==> src/hw/rtl/complex_divide_unit_defines.svh <==
// Assertion macros for the complex divide unit.
`ifndef COMPLEX_DIVIDE_UNIT_DEFINES_SVH
`define COMPLEX_DIVIDE_UNIT_DEFINES_SVH
`ifndef SYNTHESIS
`define CDU_ASSERT(lbl, clk, rst, prop) \
   lbl: assert property (@(posedge clk) disable iff (rst) prop) else $error("cdu check failed");
`define CDU_NEVER(lbl, clk, rst, expr) \
   lbl: assert property (@(posedge clk) disable iff (rst) !(expr)) else $error("cdu check failed");
`else
`define CDU_ASSERT(lbl, clk, rst, prop)
`define CDU_NEVER(lbl, clk, rst, expr)
`endif
`endif

==> src/hw/rtl/cdu_pkg.sv <==
// Shared constants of the complex divide unit.
package cdu_pkg;
   localparam logic [1:0] CDU_STATUS_OK   = 2'd0;
   localparam logic [1:0] CDU_STATUS_OVF  = 2'd1;
   localparam logic [1:0] CDU_STATUS_DIVZ = 2'd2;
   localparam int unsigned CDU_QUEUE_DEPTH = 4;
endpackage

==> src/hw/rtl/cdu_req_if.sv <==
// Request channel carrying a dividend and a divisor.
interface cdu_req_if #(parameter int WIDTH = 16);
   logic valid;
   logic ready;
   logic signed [WIDTH-1:0] dividend_real;
   logic signed [WIDTH-1:0] dividend_imag;
   logic signed [WIDTH-1:0] divisor_real;
   logic signed [WIDTH-1:0] divisor_imag;
   modport source (output valid, dividend_real, dividend_imag, divisor_real, divisor_imag,
                   input ready);
   modport sink (input valid, dividend_real, dividend_imag, divisor_real, divisor_imag,
                 output ready);
endinterface

==> src/hw/rtl/cdu_front.sv <==
// Front end: products, conjugate sums, magnitudes and zero-divisor detection.
module cdu_front import cdu_pkg::*; #(
   parameter int WIDTH = 16
) (
   input  logic                clock,
   input  logic                reset,
   cdu_req_if.sink             req,
   input  logic                queue_full,
   output logic                push,
   output logic [2*WIDTH-1:0]  num_re,
   output logic [2*WIDTH-1:0]  num_im,
   output logic [2*WIDTH-1:0]  den,
   output logic                neg_re,
   output logic                neg_im,
   output logic                div_zero
);
   localparam int NW = 2 * WIDTH;

   logic                 advance;
   logic                 s1_valid_ff, s1_valid_in;
   logic signed [NW-1:0] p_arbr_ff, p_aibi_ff, p_aibr_ff, p_arbi_ff, p_brbr_ff, p_bibi_ff;
   logic                 s2_valid_ff, s2_valid_in;
   logic signed [NW:0]   sum_re, sum_im;
   logic [NW:0]          abs_re, abs_im, den_sum;
   logic [NW-1:0]        num_re_ff, num_im_ff, den_ff;
   logic                 neg_re_ff, neg_im_ff, dz_ff;

   assign advance     = !(s2_valid_ff && queue_full);
   assign req.ready   = advance;
   assign s1_valid_in = req.valid;
   assign s2_valid_in = s1_valid_ff;

   assign sum_re  = (NW+1)'(p_arbr_ff) + (NW+1)'(p_aibi_ff);
   assign sum_im  = (NW+1)'(p_aibr_ff) - (NW+1)'(p_arbi_ff);
   assign abs_re  = sum_re[NW] ? (NW+1)'(-sum_re) : (NW+1)'(sum_re);
   assign abs_im  = sum_im[NW] ? (NW+1)'(-sum_im) : (NW+1)'(sum_im);
   assign den_sum = (NW+1)'($unsigned(p_brbr_ff)) + (NW+1)'($unsigned(p_bibi_ff));

   always_ff @(posedge clock) begin
      if (reset) begin
         s1_valid_ff <= 1'b0;
         s2_valid_ff <= 1'b0;
      end else if (advance) begin
         s1_valid_ff <= s1_valid_in;
         s2_valid_ff <= s2_valid_in;
      end
      if (advance) begin
         p_arbr_ff <= req.dividend_real * req.divisor_real;
         p_aibi_ff <= req.dividend_imag * req.divisor_imag;
         p_aibr_ff <= req.dividend_imag * req.divisor_real;
         p_arbi_ff <= req.dividend_real * req.divisor_imag;
         p_brbr_ff <= req.divisor_real * req.divisor_real;
         p_bibi_ff <= req.divisor_imag * req.divisor_imag;
         num_re_ff <= abs_re[NW-1:0];
         num_im_ff <= abs_im[NW-1:0];
         den_ff    <= den_sum[NW-1:0];
         neg_re_ff <= sum_re[NW];
         neg_im_ff <= sum_im[NW];
         dz_ff     <= (den_sum == '0);
      end
   end

   assign push     = s2_valid_ff && !queue_full;
   assign num_re   = num_re_ff;
   assign num_im   = num_im_ff;
   assign den      = den_ff;
   assign neg_re   = neg_re_ff;
   assign neg_im   = neg_im_ff;
   assign div_zero = dz_ff;
endmodule

==> src/flat_wrapper.sv <==
// flat-port wrapper written by rule: the top's interface ports become plain ports
module cdu_front_flat import cdu_pkg::*;
#(
   parameter int WIDTH = 16
)
  (clock, reset, queue_full, push, num_re, num_im, den, neg_re, neg_im, div_zero, req_valid, req_dividend_real, req_dividend_imag, req_divisor_real, req_divisor_imag, req_ready);
  cdu_req_if #(.WIDTH(WIDTH)) req_i ();
  input  logic clock;
  input  logic reset;
  input  logic queue_full;
  output logic push;
  output logic [2*WIDTH-1:0] num_re;
  output logic [2*WIDTH-1:0] num_im;
  output logic [2*WIDTH-1:0] den;
  output logic neg_re;
  output logic neg_im;
  output logic div_zero;
  input wire logic [$bits(req_i.valid)-1:0] req_valid;
  input wire logic [$bits(req_i.dividend_real)-1:0] req_dividend_real;
  input wire logic [$bits(req_i.dividend_imag)-1:0] req_dividend_imag;
  input wire logic [$bits(req_i.divisor_real)-1:0] req_divisor_real;
  input wire logic [$bits(req_i.divisor_imag)-1:0] req_divisor_imag;
  output wire logic [$bits(req_i.ready)-1:0] req_ready;
  assign req_i.valid = req_valid;
  assign req_i.dividend_real = req_dividend_real;
  assign req_i.dividend_imag = req_dividend_imag;
  assign req_i.divisor_real = req_divisor_real;
  assign req_i.divisor_imag = req_divisor_imag;
  assign req_ready = req_i.ready;
  cdu_front #(.WIDTH(WIDTH)) u_core (.clock(clock), .reset(reset), .req(req_i), .queue_full(queue_full), .push(push), .num_re(num_re), .num_im(num_im), .den(den), .neg_re(neg_re), .neg_im(neg_im), .div_zero(div_zero));
endmodule
==> config.mk <==
export PLATFORM = sky130hd
export DESIGN_NAME = cdu_front_flat
export DESIGN_NICKNAME = d
export VERILOG_FILES = /design/src/hw/rtl/complex_divide_unit_defines.svh /design/src/hw/rtl/cdu_pkg.sv /design/src/hw/rtl/cdu_req_if.sv /design/src/hw/rtl/cdu_front.sv /design/src/flat_wrapper.sv
export SDC_FILE = /design/constraint.sdc
export NUM_CORES = 2
export LEC_CHECK = 0
export BUFFER_PORTS_ARGS = -buffer_cell sky130_fd_sc_hd__buf_2
export CORE_MARGIN = 2
export CORE_UTILIZATION = 60
export DETAILED_ROUTE_END_ITERATION = 16
export GPL_ROUTABILITY_DRIVEN = 0
export GPL_TIMING_DRIVEN = 0
export HOLD_SLACK_MARGIN = 0.06
export PLACE_DENSITY_LB_ADDON = 0.15
export SLEW_MARGIN = 10
export SYNTH_ARGS = -nofsm -noshare
export SYNTH_HDL_FRONTEND = slang
export SYNTH_SLANG_ARGS = --single-unit
==> constraint.sdc <==
create_clock -name clock -period 16.84 [get_ports clock]
set_input_delay 0.842 -clock clock [delete_from_list [all_inputs] [get_ports clock]]
set_output_delay 0.842 -clock clock [all_outputs]
set_load 0.02 [all_outputs]
==> flow_summary.toml <==
[synth]
yosysMostFrequentCell = "inv_1"
synth_area_leaders = "fa_1, edfxtp_1, ha_1"
synth_common_cells = "inv_1, fa_1, nand2_1"
synth_edf_count = 289
syn_area_um2 = 71570
yosys_most_used_dff = "edfxtp_1"
yosysTopAreaCellShare_pct = 42.40
ys_warn_count = 0
synth_largest_area_cell = "fa_1"
async_reset_ff_share_pct = 0
postSynthAreaPerCell_um2 = 9.586
seq_area_frac_synth_pct = 12.18
synth_nets = 9655
yosys.cell_types.count = 76
netlist_instances = 7466
synth-seq-cells = 291

[sta]
setup_viol = 0
period_needed_ns = 9.599
finClkSkew_ns = 0.04065
post-route-period-util_pct = 57.00
fmax_mhz = 104.2
rsz0062_at_grt = "false"
fin_setup_tns_ns = 0
maxSlewViolCount = 0
hold_violations = 0
worst_pin_slew_ns = 1.462
slew_headroom_pct = 2.509

[critical_path]
cp_max_fo = 11
cp.arrival_ns = 9.95
crit_path_start_kind = "primary input"
crit_type = "in2reg"
endpoint_kind = "register"
required_ns = 17.19

[cts]
cts_buffer_depth = 3
cts-resized-gates = 0
post_cts_buffers = 0
clock-sinks = 291
cts_hold_buffers = 0
root_buffer = "clkbuf_16"
cts_max_level = 2
cts_buffers = 37
worstSkewPairLatency_ns = 0.63
cts_tree = "yes"
path_clk_slew_ns = 0.06

[floorplan]
dieArea_um2 = 122100
core-area_um2 = 118200
die_h_um = 349.4
rows = 126
pin_count = 169
chipWidth_um = 349.4
start_util_pct = 60.53

[finish]
fillers = 9853
multiInputGateArea_um2 = 54840
synthToLayoutAreaGrowth_pct = 6.094
nets = 9856
regArea_um2 = 8718
drive_gt1_share_pct = 3.612
stdcell_area_um2 = 75930
stdcell_count = 9289
post-route-util_pct = 64.22

[place]
port_buffers = 156
dpl.cell_count = 9164
hpwl_mm = 181.3
placed_area_um2 = 74430

[grt]
antenna_found_initial = 53
grt_use_total_pct = 37.50
grt_pass1_vias = 55647
grt_start_max_net_pins = 61
grt_overflow = 0
grt_pass1_wl_mm = 335.3

[route]
dr_total_vias = 53639
avgViaCountPerCell = 5.774
drt-initial-drc-count = 4856
drc = 0
wire_per_inst_um = 23.70
wl_mm = 220.1
postRouteAntennaNets = 0
firstDrtPassIters = 10

[outcome]
status = "finished clean"

[run]
maxCapViolCount = 0

[worst_hold_path]
hp-class = "in2reg"
==> cell families (layout without fill, tap and decap cells) <==
group | Yosys count | in the layout | synth area share [%]
multiplexers | 9 | 9 | 0.1311
other | 0 | 57 | 0
AND/OR/NAND/NOR | 1869 | 1869 | 12.91
flip-flops | 291 | 291 | 12.18
buffers and inverters | 2137 | 2367 | 11.21
XOR/XNOR | 361 | 361 | 4.418
AO/OA/AOI/OAI | 678 | 678 | 6.171
adder cells (fa/ha/maj) | 2121 | 2121 | 52.98
==> through the flow <==
stage               hold slack (ns)  setup slack [ns]
finish                       0.4108             7.241
global placement             0.4491             5.057
global route                 0.4098             7.287
detailed placement           0.4714             6.862
floorplan                    0.4374             8.947
CTS                          0.3744             7.532
==> layout make-up <==
| cell class | instances | share of cell area (%) |
|---|---|---|
| Tap cell | 1536 | 2.531 |
| Clock inverter | 25 | 0.4498 |
| Multi-Input combinational cell | 5038 | 72.22 |
| Timing Repair Buffer | 162 | 1.219 |
| Inverter | 1851 | 9.150 |
| Buffer | 286 | 1.429 |
| Sequential cell | 291 | 11.48 |
| Antenna cell | 57 | 0.1878 |
| Clock buffer | 43 | 1.330 |
==> placed cells by master (no fill, tap or decap), drive strengths merged, types with 9 or more instances in the layout <==
cell / count
clkbuf: 319
inv: 1855
a21oi: 206
a211oi: 28
nand3: 53
edfxtp: 289
o21a: 31
a31o: 19
and3: 37
o21bai: 28
diode: 57
nand4: 18
a31oi: 30
buf: 172
nor3: 55
o21ai: 111
o31ai: 24
xor2: 95
nor4: 9
ha: 605
o211ai: 13
nand2: 735
xnor2: 266
nor2: 231
clkinv: 9
or3: 15
or4: 13
fa: 1516
and2: 589
nand2b: 50
a21o: 101
nor2b: 25
==> sequential cells by signal (all words and copies together), names as in the netlist, 32 cells and up <==
name and cells:
u_core.p_aibr_ff 32, u_core.num_re 32, u_core.p_arbi_ff 32, u_core.p_arbr_ff 32, u_core.den 32, u_core.num_im 32
u_core.p_aibi_ff 32
==> final timing paths <==
kind,cells past startpoint,slack (ns),endpoint,startpoint
max reg2reg,15,11.53,u_core.num_im[31]$_DFFE_PN_,u_core.p_aibr_ff[0]$_DFFE_PN_
min reg2reg,2,0.48,u_core.s1_valid_ff$_SDFFE_PP0N_,u_core.s1_valid_ff$_SDFFE_PP0N_
min,2,0.41,u_core.s1_valid_ff$_SDFFE_PP0N_,reset
max,21,7.24,u_core.p_aibr_ff[30]$_DFFE_PN_,req_divisor_real[9]
==> layer usage <==
layer  vias to the layer above  part of all wire (%)  routed length [um]  global-route usage, %
li1                      23065                     -                   -                      -
met1                     26504                    36               79550                  46.67
met2                      3174                    42               92020                  53.47
met3                       850                    13               29030                  14.96
met4                        46                   8.5               18700                  25.62
met5                         -                  0.38                 830                  2.630
==> worst max-delay path, stage by stage <==
cell and delay [ns]:
buf_2 0.20, clkbuf_1 1.02, clkbuf_1 0.97, nand2_1 0.19, fa_1 0.53, inv_1 0.05
fa_1 0.48, fa_1 0.60, fa_1 0.44, fa_1 0.49, inv_1 0.05, fa_1 0.47
inv_1 0.04, ha_1 0.38, nand2_1 0.08, o41ai_1 0.63, a41oi_1 0.34, a2111oi_1 1.02
nor4b_1 0.25, o31a_1 0.36, xnor2_1 0.48
Power is not shown: default switching activity piles up to over one toggle a cycle in this logic, so the estimate is an artifact.
