`config.mk`:
```
export PLATFORM = sky130hd
export DESIGN_NAME = cdu_queue
export DESIGN_NICKNAME = d
export VERILOG_FILES = /design/src/hw/rtl/complex_divide_unit_defines.svh /design/src/hw/rtl/cdu_pkg.sv /design/src/hw/rtl/cdu_queue.sv
export SDC_FILE = /design/constraint.sdc
export NUM_CORES = 1
export LEC_CHECK = 0
export BUFFER_PORTS_ARGS = -buffer_cell sky130_fd_sc_hd__buf_2
export CORE_ASPECT_RATIO = 0.5
export CORE_UTILIZATION = 55
export DETAILED_ROUTE_END_ITERATION = 10
export PLACE_DENSITY_LB_ADDON = 0.25
export RECOVER_POWER = 50
export SETUP_SLACK_MARGIN = 0.4
export SLEW_MARGIN = 15
export SYNTH_ARGS = -nofsm -noshare
export SYNTH_HDL_FRONTEND = slang
export SYNTH_SLANG_ARGS = --single-unit
export TNS_END_PERCENT = 50
```
`constraint.sdc`:
```
create_clock -name clock -period 2.2 [get_ports clock]
set_clock_uncertainty 0.15 [all_clocks]
set_input_delay 0.22 -clock clock [delete_from_list [all_inputs] [get_ports clock]]
set_output_delay 0.22 -clock clock [all_outputs]
set_load 0.005 [all_outputs]
```
`src/hw/rtl/complex_divide_unit_defines.svh`:
```
// Assertion macros for the complex divide unit.
`ifndef COMPLEX_DIVIDE_UNIT_DEFINES_SVH
`define COMPLEX_DIVIDE_UNIT_DEFINES_SVH
`ifndef SYNTHESIS
`define CDU_ASSERT(lbl, clk, rst, prop) \
   lbl: assert property (@(posedge clk) disable iff (rst) prop) else $error("cdu check failed");
`define CDU_NEVER(lbl, clk, rst, expr) \
   lbl: assert property (@(posedge clk) disable iff (rst) !(expr)) else $error("cdu check failed");
`else
`define CDU_ASSERT(lbl, clk, rst, prop)
`define CDU_NEVER(lbl, clk, rst, expr)
`endif
`endif

```
`src/hw/rtl/cdu_pkg.sv`:
```
// Shared constants of the complex divide unit.
package cdu_pkg;
   localparam logic [1:0] CDU_STATUS_OK   = 2'd0;
   localparam logic [1:0] CDU_STATUS_OVF  = 2'd1;
   localparam logic [1:0] CDU_STATUS_DIVZ = 2'd2;
   localparam int unsigned CDU_QUEUE_DEPTH = 4;
endpackage

```
`src/hw/rtl/cdu_queue.sv`:
```
// Small queue between the front end and the divider.
module cdu_queue import cdu_pkg::*; #(
   parameter int DATA_W = 8
) (
   input  logic              clock,
   input  logic              reset,
   input  logic              push,
   input  logic [DATA_W-1:0] push_data,
   output logic              full,
   input  logic              pop,
   output logic              not_empty,
   output logic [DATA_W-1:0] pop_data
);
   localparam int AW = $clog2(CDU_QUEUE_DEPTH);

   logic [DATA_W-1:0] mem [CDU_QUEUE_DEPTH];
   logic [AW-1:0]     wr_ff, rd_ff;
   logic [AW:0]       count_ff;

   assign full      = (count_ff == (AW+1)'(CDU_QUEUE_DEPTH));
   assign not_empty = (count_ff != '0);
   assign pop_data  = mem[rd_ff];

   always_ff @(posedge clock) begin
      if (reset) begin
         wr_ff    <= '0;
         rd_ff    <= '0;
         count_ff <= '0;
      end else begin
         if (push) wr_ff <= wr_ff + AW'(1);
         if (pop) rd_ff <= rd_ff + AW'(1);
         count_ff <= count_ff + (AW+1)'(push) - (AW+1)'(pop);
      end
      if (push) mem[wr_ff] <= push_data;
   end
endmodule

```
==> results.toml, run 1 <==
[setup_path]
critPathSlowestCell = "mux4_2"
critPathKind = "register to primary output"
max_stage_delay_ns = 0.52
cp.required_ns = 1.83
path_max_fanout = 8
r2r_slack_ns = 0.48
arrival_ns = 1.40
timing.rr.end = "count_ff[2]$_SDFF_PP0_"
cp_cell_sequence = "mux4_2, buf_2"
ff2ff_path_depth = 7
r2r-start = "count_ff[0]$_SDFF_PP0_"
cp-end-kind = "primary output"
startpoint_type = "register"

[hold_path]
hp-start = "push_data[1]"
hp-class = "input port to register"
hold_path_end = "mem[2][1]$_DFFE_PP_"
whs_path_depth = 1

[global_route]
antenna_found_initial = 0
grt_max_degree = 13
grt_pass1_vias = 795
track_usage_pct = 17.9
gr-total-overflow = 0
grt_pass1_wl_microns = 3720

[clock_tree]
cts_root_buf = "clkbuf_8"
clk_path_buf_depth = 2
clk_pin_slew_ns = 0.07
cts_buffers = 5
numClockSinks = 41
clock_latency_ns = 0.28
cts_tree = "yes"
htreeDepth = 2

[timing]
period_minus_slack_ns = 1.77
tns_ns = 0
slew_violations = 0
period_share_pct = 80.5
setup_viol = 0
maxSlewHeadroom_pct = 61.1
rsz0062_at_grt = "yes"
max_slew.worst_pin.slew_ns = 0.583
clock.fmax_mhz = 565
hold_violations = 0

[place]
io_buffers = 21
post-dp-hpwl_microns = 1720
placed_area_sq_um = 1730
gp_congestion = 0.696

[routing]
drc = 0
wl_microns = 2540
drt_iter0_drc = 20
routed_via_density = 5.27
dr.pass1.iters = 4
detail-route-antenna-nets = 0
drt-wirelength-per-cell_microns = 16.6
num_vias = 807

[floorplanning]
die_y_microns = 40.1
die_w_microns = 78.2
io_pins = 22
row_count = 13
dieArea_sq_um = 3140
start_util_pct = 59.9
core-area_sq_um = 2670

[layout]
stdcell_area_sq_um = 1870
insertedDiodeCount = 0
seq_area_sq_um = 1140
fin_nets = 134
fillers = 186
layout-drive-gt1-share_pct = 25.0
multi_input_area_sq_um = 420
syn_to_final_growth_pct = 16.9

[power]
powerDensity_nw_per_um2 = 876
vdd_drop_max_mv = 0.488
leakagePower_nw = 0.670

[synth]
synth_nets = 103
syn-instance-count = 84
syn_area_per_cell_sq_um = 19.0
yosysSeqAreaShare_pct = 71.4
ys_warn_count = 0
yosys_register_bits = 41
syn_area_sq_um = 1600
synth_cell_types = 19

[outcome]
status = "completed"

[flow_run]
maxCapViolations = 0
-- report_power, final --
group	total, W	internal [W]	switching (W)	leakage (nW)
sequential	0.000928	0.000890	0.0000380	0.369
combinational	0.000225	0.000131	0.0000937	0.255
clock	0.000484	0.000256	0.000228	0.0455
total	0.00164	0.00128	0.000360	0.670
-- Yosys cell counts (all sizes together) --
master,number,area (sq um)
a21bo,1,10.0
a21oi,1,5.00
and2,4,25.0
and3,1,6.26
buf,1,11.3
clkbuf,1,5.00
dfxtp,9,180
edfxtp,32,961
fa,1,20.0
ha,6,75.1
inv,6,22.5
mux2i,1,10.0
mux4,8,180
nand3b,1,7.51
nor2,5,18.8
nor2b,2,12.5
or3,1,6.26
xnor2,2,17.5
xor3,1,23.8
-- how the worst max path moves through the flow --
stage,from,end,depth (start not counted)
floorplan,count_ff[0]$_SDFF_PP0_,count_ff[2]$_SDFF_PP0_,7
global placement,register,pop_data[7],2
detailed placement,register,pop_data[2],2
CTS,register,pop_data[2],2
global route,register,pop_data[2],2
finish,register,pop_data[6],2
-- cells in the final DEF (no fill, tap or decap), drive strengths merged --
cell type	count
a21oi	1
fa	1
dfxtp	9
nor2	5
mux4	8
dlygate4sd3	5
and2	4
a21bo	1
nor2b	2
mux2i	1
buf	12
inv	6
xnor2	2
nand3b	1
or3	1
xor3	1
and3	1
edfxtp	32
ha	6
clkbuf	17
-- worst max-delay path: cells and delay by family, from the launching register on --
kind	cells	cell delay, ns
multiplexers	1	0.52
flip-flops	1	0.45
buffers and inverters	1	0.15
-- final cells by class --
cell class | instances | share of cell area (%)
Inverter | 6 | 1.21
Timing Repair Buffer | 26 | 7.70
Tap cell | 37 | 2.48
Multi-Input combinational cell | 35 | 22.5
Sequential cell | 41 | 61.3
Clock buffer | 8 | 4.82
-- sequential cells by signal, summed over array words and instances, names as in the netlist, named ones only --
signal and cells:
mem 32, count_ff 3, rd_ff 2, wr_ff 2
-- what timing repair did --
item | CTS | global route
hold buffers | 4 | 1
resized for setup | 2 | 1
endpoints found under the hold margin | 13 | 4
pin swaps | 0 | 1
endpoints found under the setup margin | 8 | 9
gates cloned | 0 | 0
buffers inserted | 0 | 0
-- through the flow --
stage | setup slack, ns | instances | total power, W | hold WS [ns] | util (%)
floorplan | 0.558 | 84 | 0.00108 | 0.142 | -
global placement | 0.490 | 140 | 0.00114 | 0.280 | 65.0
detailed placement | 0.432 | 140 | 0.00116 | 0.292 | 65.0
CTS | 0.420 | 152 | 0.00165 | 0.000693 | 70.0
global route | 0.358 | 153 | 0.00170 | 0.0575 | 70.0
finish | 0.429 | 153 | 0.00164 | 0.0588 | 70.0
-- cell families after synthesis --
| family | share of synthesized area (%) |
|---|---|
| multiplexers | 11.9 |
| XOR/XNOR | 2.58 |
| buffers and inverters | 2.43 |
| AO/OA/AOI/OAI | 0.939 |
| AND/OR/NAND/NOR | 4.78 |
| flip-flops | 71.4 |
| adder cells (fa/ha/maj) | 5.95 |
-- routing by layer --
layer  GRT usage [%]  vias to the layer above  wire, microns
met1            20.4                      413           1140
met3            7.27                        2            131
met5               0                        -              0
met4            7.41                        0             11
met2            32.0                       21           1260
li1                -                      371              -
No activity file was read; power rests on OpenSTA's default activity.
==> run 2: changes to the inputs <==
--- a/config.mk
+++ b/config.mk
@@ -5,6 +5,7 @@
 export SDC_FILE = /design/constraint.sdc
 export NUM_CORES = 1
 export LEC_CHECK = 0
+export ABC_AREA = 1
 export BUFFER_PORTS_ARGS = -buffer_cell sky130_fd_sc_hd__buf_2
 export CORE_ASPECT_RATIO = 0.5
 export CORE_UTILIZATION = 55
==> constraint.sdc (replaced) <==
create_clock -name clock -period 1.7 [get_ports clock]
set_clock_uncertainty 0.15 [all_clocks]
set_input_delay 0.17 -clock clock [delete_from_list [all_inputs] [get_ports clock]]
set_output_delay 0.17 -clock clock [all_outputs]
set_load 0.005 [all_outputs]
==> run 2 against run 1 <==
Critical endpoint is now count_ff[1]$_SDFF_PP0_. Wire length is 40% higher. Sequential power grew 27%. Area after synthesis rose by 7.5%. Clock power increased by 28%. Utilization up 12 points. Via count grew 45%. Worst hold slack is essentially flat. Synthesized cell count rose by 77%. Total power grew 35%. Global-route usage increased by 6.2 points. Register-to-register slack got worse by 0.42 ns.
==> results.toml, run 2 <==
[outcome]
status = "completed"

[floorplanning]
row_count = 13
start_util_pct = 62.1
die_w_microns = 81.0
die_y_microns = 41.5
io_pins = 22
core-area_sq_um = 2770
dieArea_sq_um = 3360

[hold_path]
hp-class = "input port to register"
hp-start = "pop"
whs_path_depth = 3
hold_path_end = "rd_ff[1]$_SDFFE_PP0P_"

[timing]
rsz0062_at_grt = "yes"
final.setup.worst_slack_ns = 0.0631
period_minus_slack_ns = 1.64
maxSlewHeadroom_pct = 68.8
slew_violations = 0
hold_ws_ns = 0.0584
clock.fmax_mhz = 611
max_slew.worst_pin.slew_ns = 0.465
hold_violations = 0
period_share_pct = 96.3
tns_ns = 0
setup_viol = 0

[synth]
syn-instance-count = 149
synth_nets = 168
synth_top_area_share_pct = 55.9
yosysSeqAreaShare_pct = 66.4
ys_warn_count = 0
synthArstFlopShare_pct = 0
syn_area_per_cell_sq_um = 11.5
yosysTopAreaCell = "edfxtp_1"
synth.top_cells.by_area = "edfxtp_1 56%, dfxtp_1 10%, inv_1 7.0%"
synth_top_family_by_area = "compound AO/OA/AOI/OAI gates"
ys.flop_type = "edfxtp_1"
synthMuxAreaShare_pct = 0
synth-edff-count = 32
synth-adder-area-share_pct = 5.54
netlist_top_cells_count = "32 x edfxtp_1, 32 x inv_1, 24 x nand2_1"
yosys_register_bits = 41
synth_xor_area_share_pct = 0
synth-compound-area-share_pct = 11.3
synth_simple_gate_area_share_pct = 6.70
syn_area_sq_um = 1720
synth_cell_types = 15

[routing]
drt-wirelength-per-cell_microns = 15.8
detail-route-antenna-nets = 0
dr.pass1.iters = 4
routed_via_density = 5.18
num_vias = 1171
drc = 0
wl_microns = 3560
drt_iter0_drc = 38

[setup_path]
ff2ff_path_depth = 7
r2r-start = "count_ff[0]$_SDFF_PP0_"
path_max_fanout = 2
cp.required_ns = 1.78
critPathBufInv = 3
timing.rr.end = "count_ff[1]$_SDFF_PP0_"
cp-end-kind = "register"
arrival_ns = 1.72
cp_cell_sequence = "inv_2, ha_4, inv_2, ha_4, fa_2, inv_1, nor2_1"
path_delay_family = "adder cells"
r2r_slack_ns = 0.06
critPathSlowestCell = "fa_2"
max_stage_delay_ns = 0.51
startpoint_type = "register"
critPathKind = "register to register"

[layout]
fin_nets = 207
layout-drive-gt1-share_pct = 32.8
stdcell_area_sq_um = 2270
syn_to_final_growth_pct = 32.3
reg.largest.list = "mem: 32 flops, count_ff: 3 flops"
mostFrequentLayoutCells = "32 x edfxtp_1, 25 x inv_1, 14 x nand2_1, 12 x buf_2, 10 x dlygate4sd3_1"
largest_reg_flops = 32
final_common_cell = "edfxtp_1"
insertedDiodeCount = 0
final_util_pct = 82.2
top_register = "mem"
fillers = 165

[clock_tree]
clk_path_buf_depth = 2
numClockSinks = 41
cts_buffers = 5
htreeDepth = 2
clock_latency_ns = 0.30
cts_root_buf = "clkbuf_8"
clk_pin_slew_ns = 0.08
cts_tree = "yes"

[global_route]
grt_pass1_vias = 1191
antenna_found_initial = 0
gr-total-overflow = 0
track_usage_pct = 24.2
grt_pass1_wl_microns = 5580
grt_max_degree = 17

[place]
io_buffers = 21
dp_slack_ns = 0.0416
placed_area_sq_um = 1840
gp_congestion = 0.660
post-dp-hpwl_microns = 1670

[power]
pwr-share-seq_pct = 53.3
switching_share_pct = 26.9
leakagePower_nw = 0.910
pwr-share-comb_pct = 18.6
vdd_drop_max_mv = 0.707
p_sw_w = 0.000593
clkPwrFrac_pct = 28.1
intPower_w = 0.00162
powerDensity_nw_per_um2 = 971

[flow_run]
maxCapViolations = 0
-- run 2: cell types whose count changed after synthesis, sizes merged, moves of 4 or more --
| cell | change |
|---|---|
| a21oi | +13 |
| and2 | -4 |
| buf | +4 |
| inv | +26 |
| mux4 | -8 |
| nand2 | +24 |
| o211ai | +8 |
| o21ai | +12 |
-- run 2: stage by stage --
| step | cells | total power [W] |
|---|---|---|
| after floorplan | 149 | 0.00137 |
| after global placement | 204 | 0.00145 |
| after detailed placement | 204 | 0.00146 |
| after CTS | 226 | 0.00216 |
| after global routing | 226 | 0.00231 |
| final | 226 | 0.00221 |
-- run 2: cell families after synthesis --
family,count (synthesis)
AO/OA/AOI/OAI,34
adder cells (fa/ha/maj),7
buffers and inverters,37
flip-flops,41
AND/OR/NAND/NOR,30
-- run 2: worst min-delay path, delay by kind of cell --
family	cells	cell delay (ns)
buffers and inverters	1	0.13
and+or+nand+nor	1	0.08
AOI/OAI and AO/OA	1	0.08
-- run 2: power by group through the flow --
stage | Sequential [W] | Clock (W) | Combinational, W
3_5_place_dp | 0.00119 | 0 | 0.000278
2_1_floorplan | 0.00118 | 0 | 0.000187
4_1_cts | 0.00118 | 0.000608 | 0.000377
3_3_place_gp | 0.00119 | 0 | 0.000263
6_report | 0.00118 | 0.000620 | 0.000411
5_1_grt | 0.00118 | 0.000667 | 0.000454
-- run 2: timing repair --
item                                    in CTS  in global routing
hold buffers                                10                  0
endpoints found under the setup margin      44                 45
hold endpoints to repair                    36                  0
pin swaps                                   27                 10
resized for setup                           43                 14
setup buffers                                1                  0
cloned                                       3                  0
-- run 2: worst max path at each step --
stage	from	endpoint	slack, ns	depth (start not counted)
after floorplan	count_ff[0]$_SDFF_PP0_	count_ff[1]$_SDFF_PP0_	0.10	7
after global placement	count_ff[0]$_SDFF_PP0_	count_ff[1]$_SDFF_PP0_	0.09	7
after detailed placement	count_ff[0]$_SDFF_PP0_	count_ff[1]$_SDFF_PP0_	0.04	7
after CTS	count_ff[0]$_SDFF_PP0_	count_ff[1]$_SDFF_PP0_	0.04	7
after global routing	count_ff[0]$_SDFF_PP0_	count_ff[1]$_SDFF_PP0_	0.006	7
final	count_ff[0]$_SDFF_PP0_	count_ff[1]$_SDFF_PP0_	0.06	7
-- run 2: final cells by class --
class / instances / area [sq um] / share of cell area, %
Timing Repair Buffer: 37 / 312 / 13.7
Multi-Input combinational cell: 71 / 551 / 24.2
Tap cell: 37 / 46.3 / 2.04
Clock inverter: 3 / 17.5 / 0.771
Sequential cell: 41 / 1150 / 50.5
Inverter: 32 / 131 / 5.78
Clock buffer: 5 / 68.8 / 3.03
-- run 2: metal layers --
layer  share of wire, %  up-vias  GRT usage [%]
met5                  0        -              0
met4                2.4        0           11.4
met3                4.2        6           7.91
met2                 53       35           41.2
met1                 41      557           27.6
li1                   -      573              -
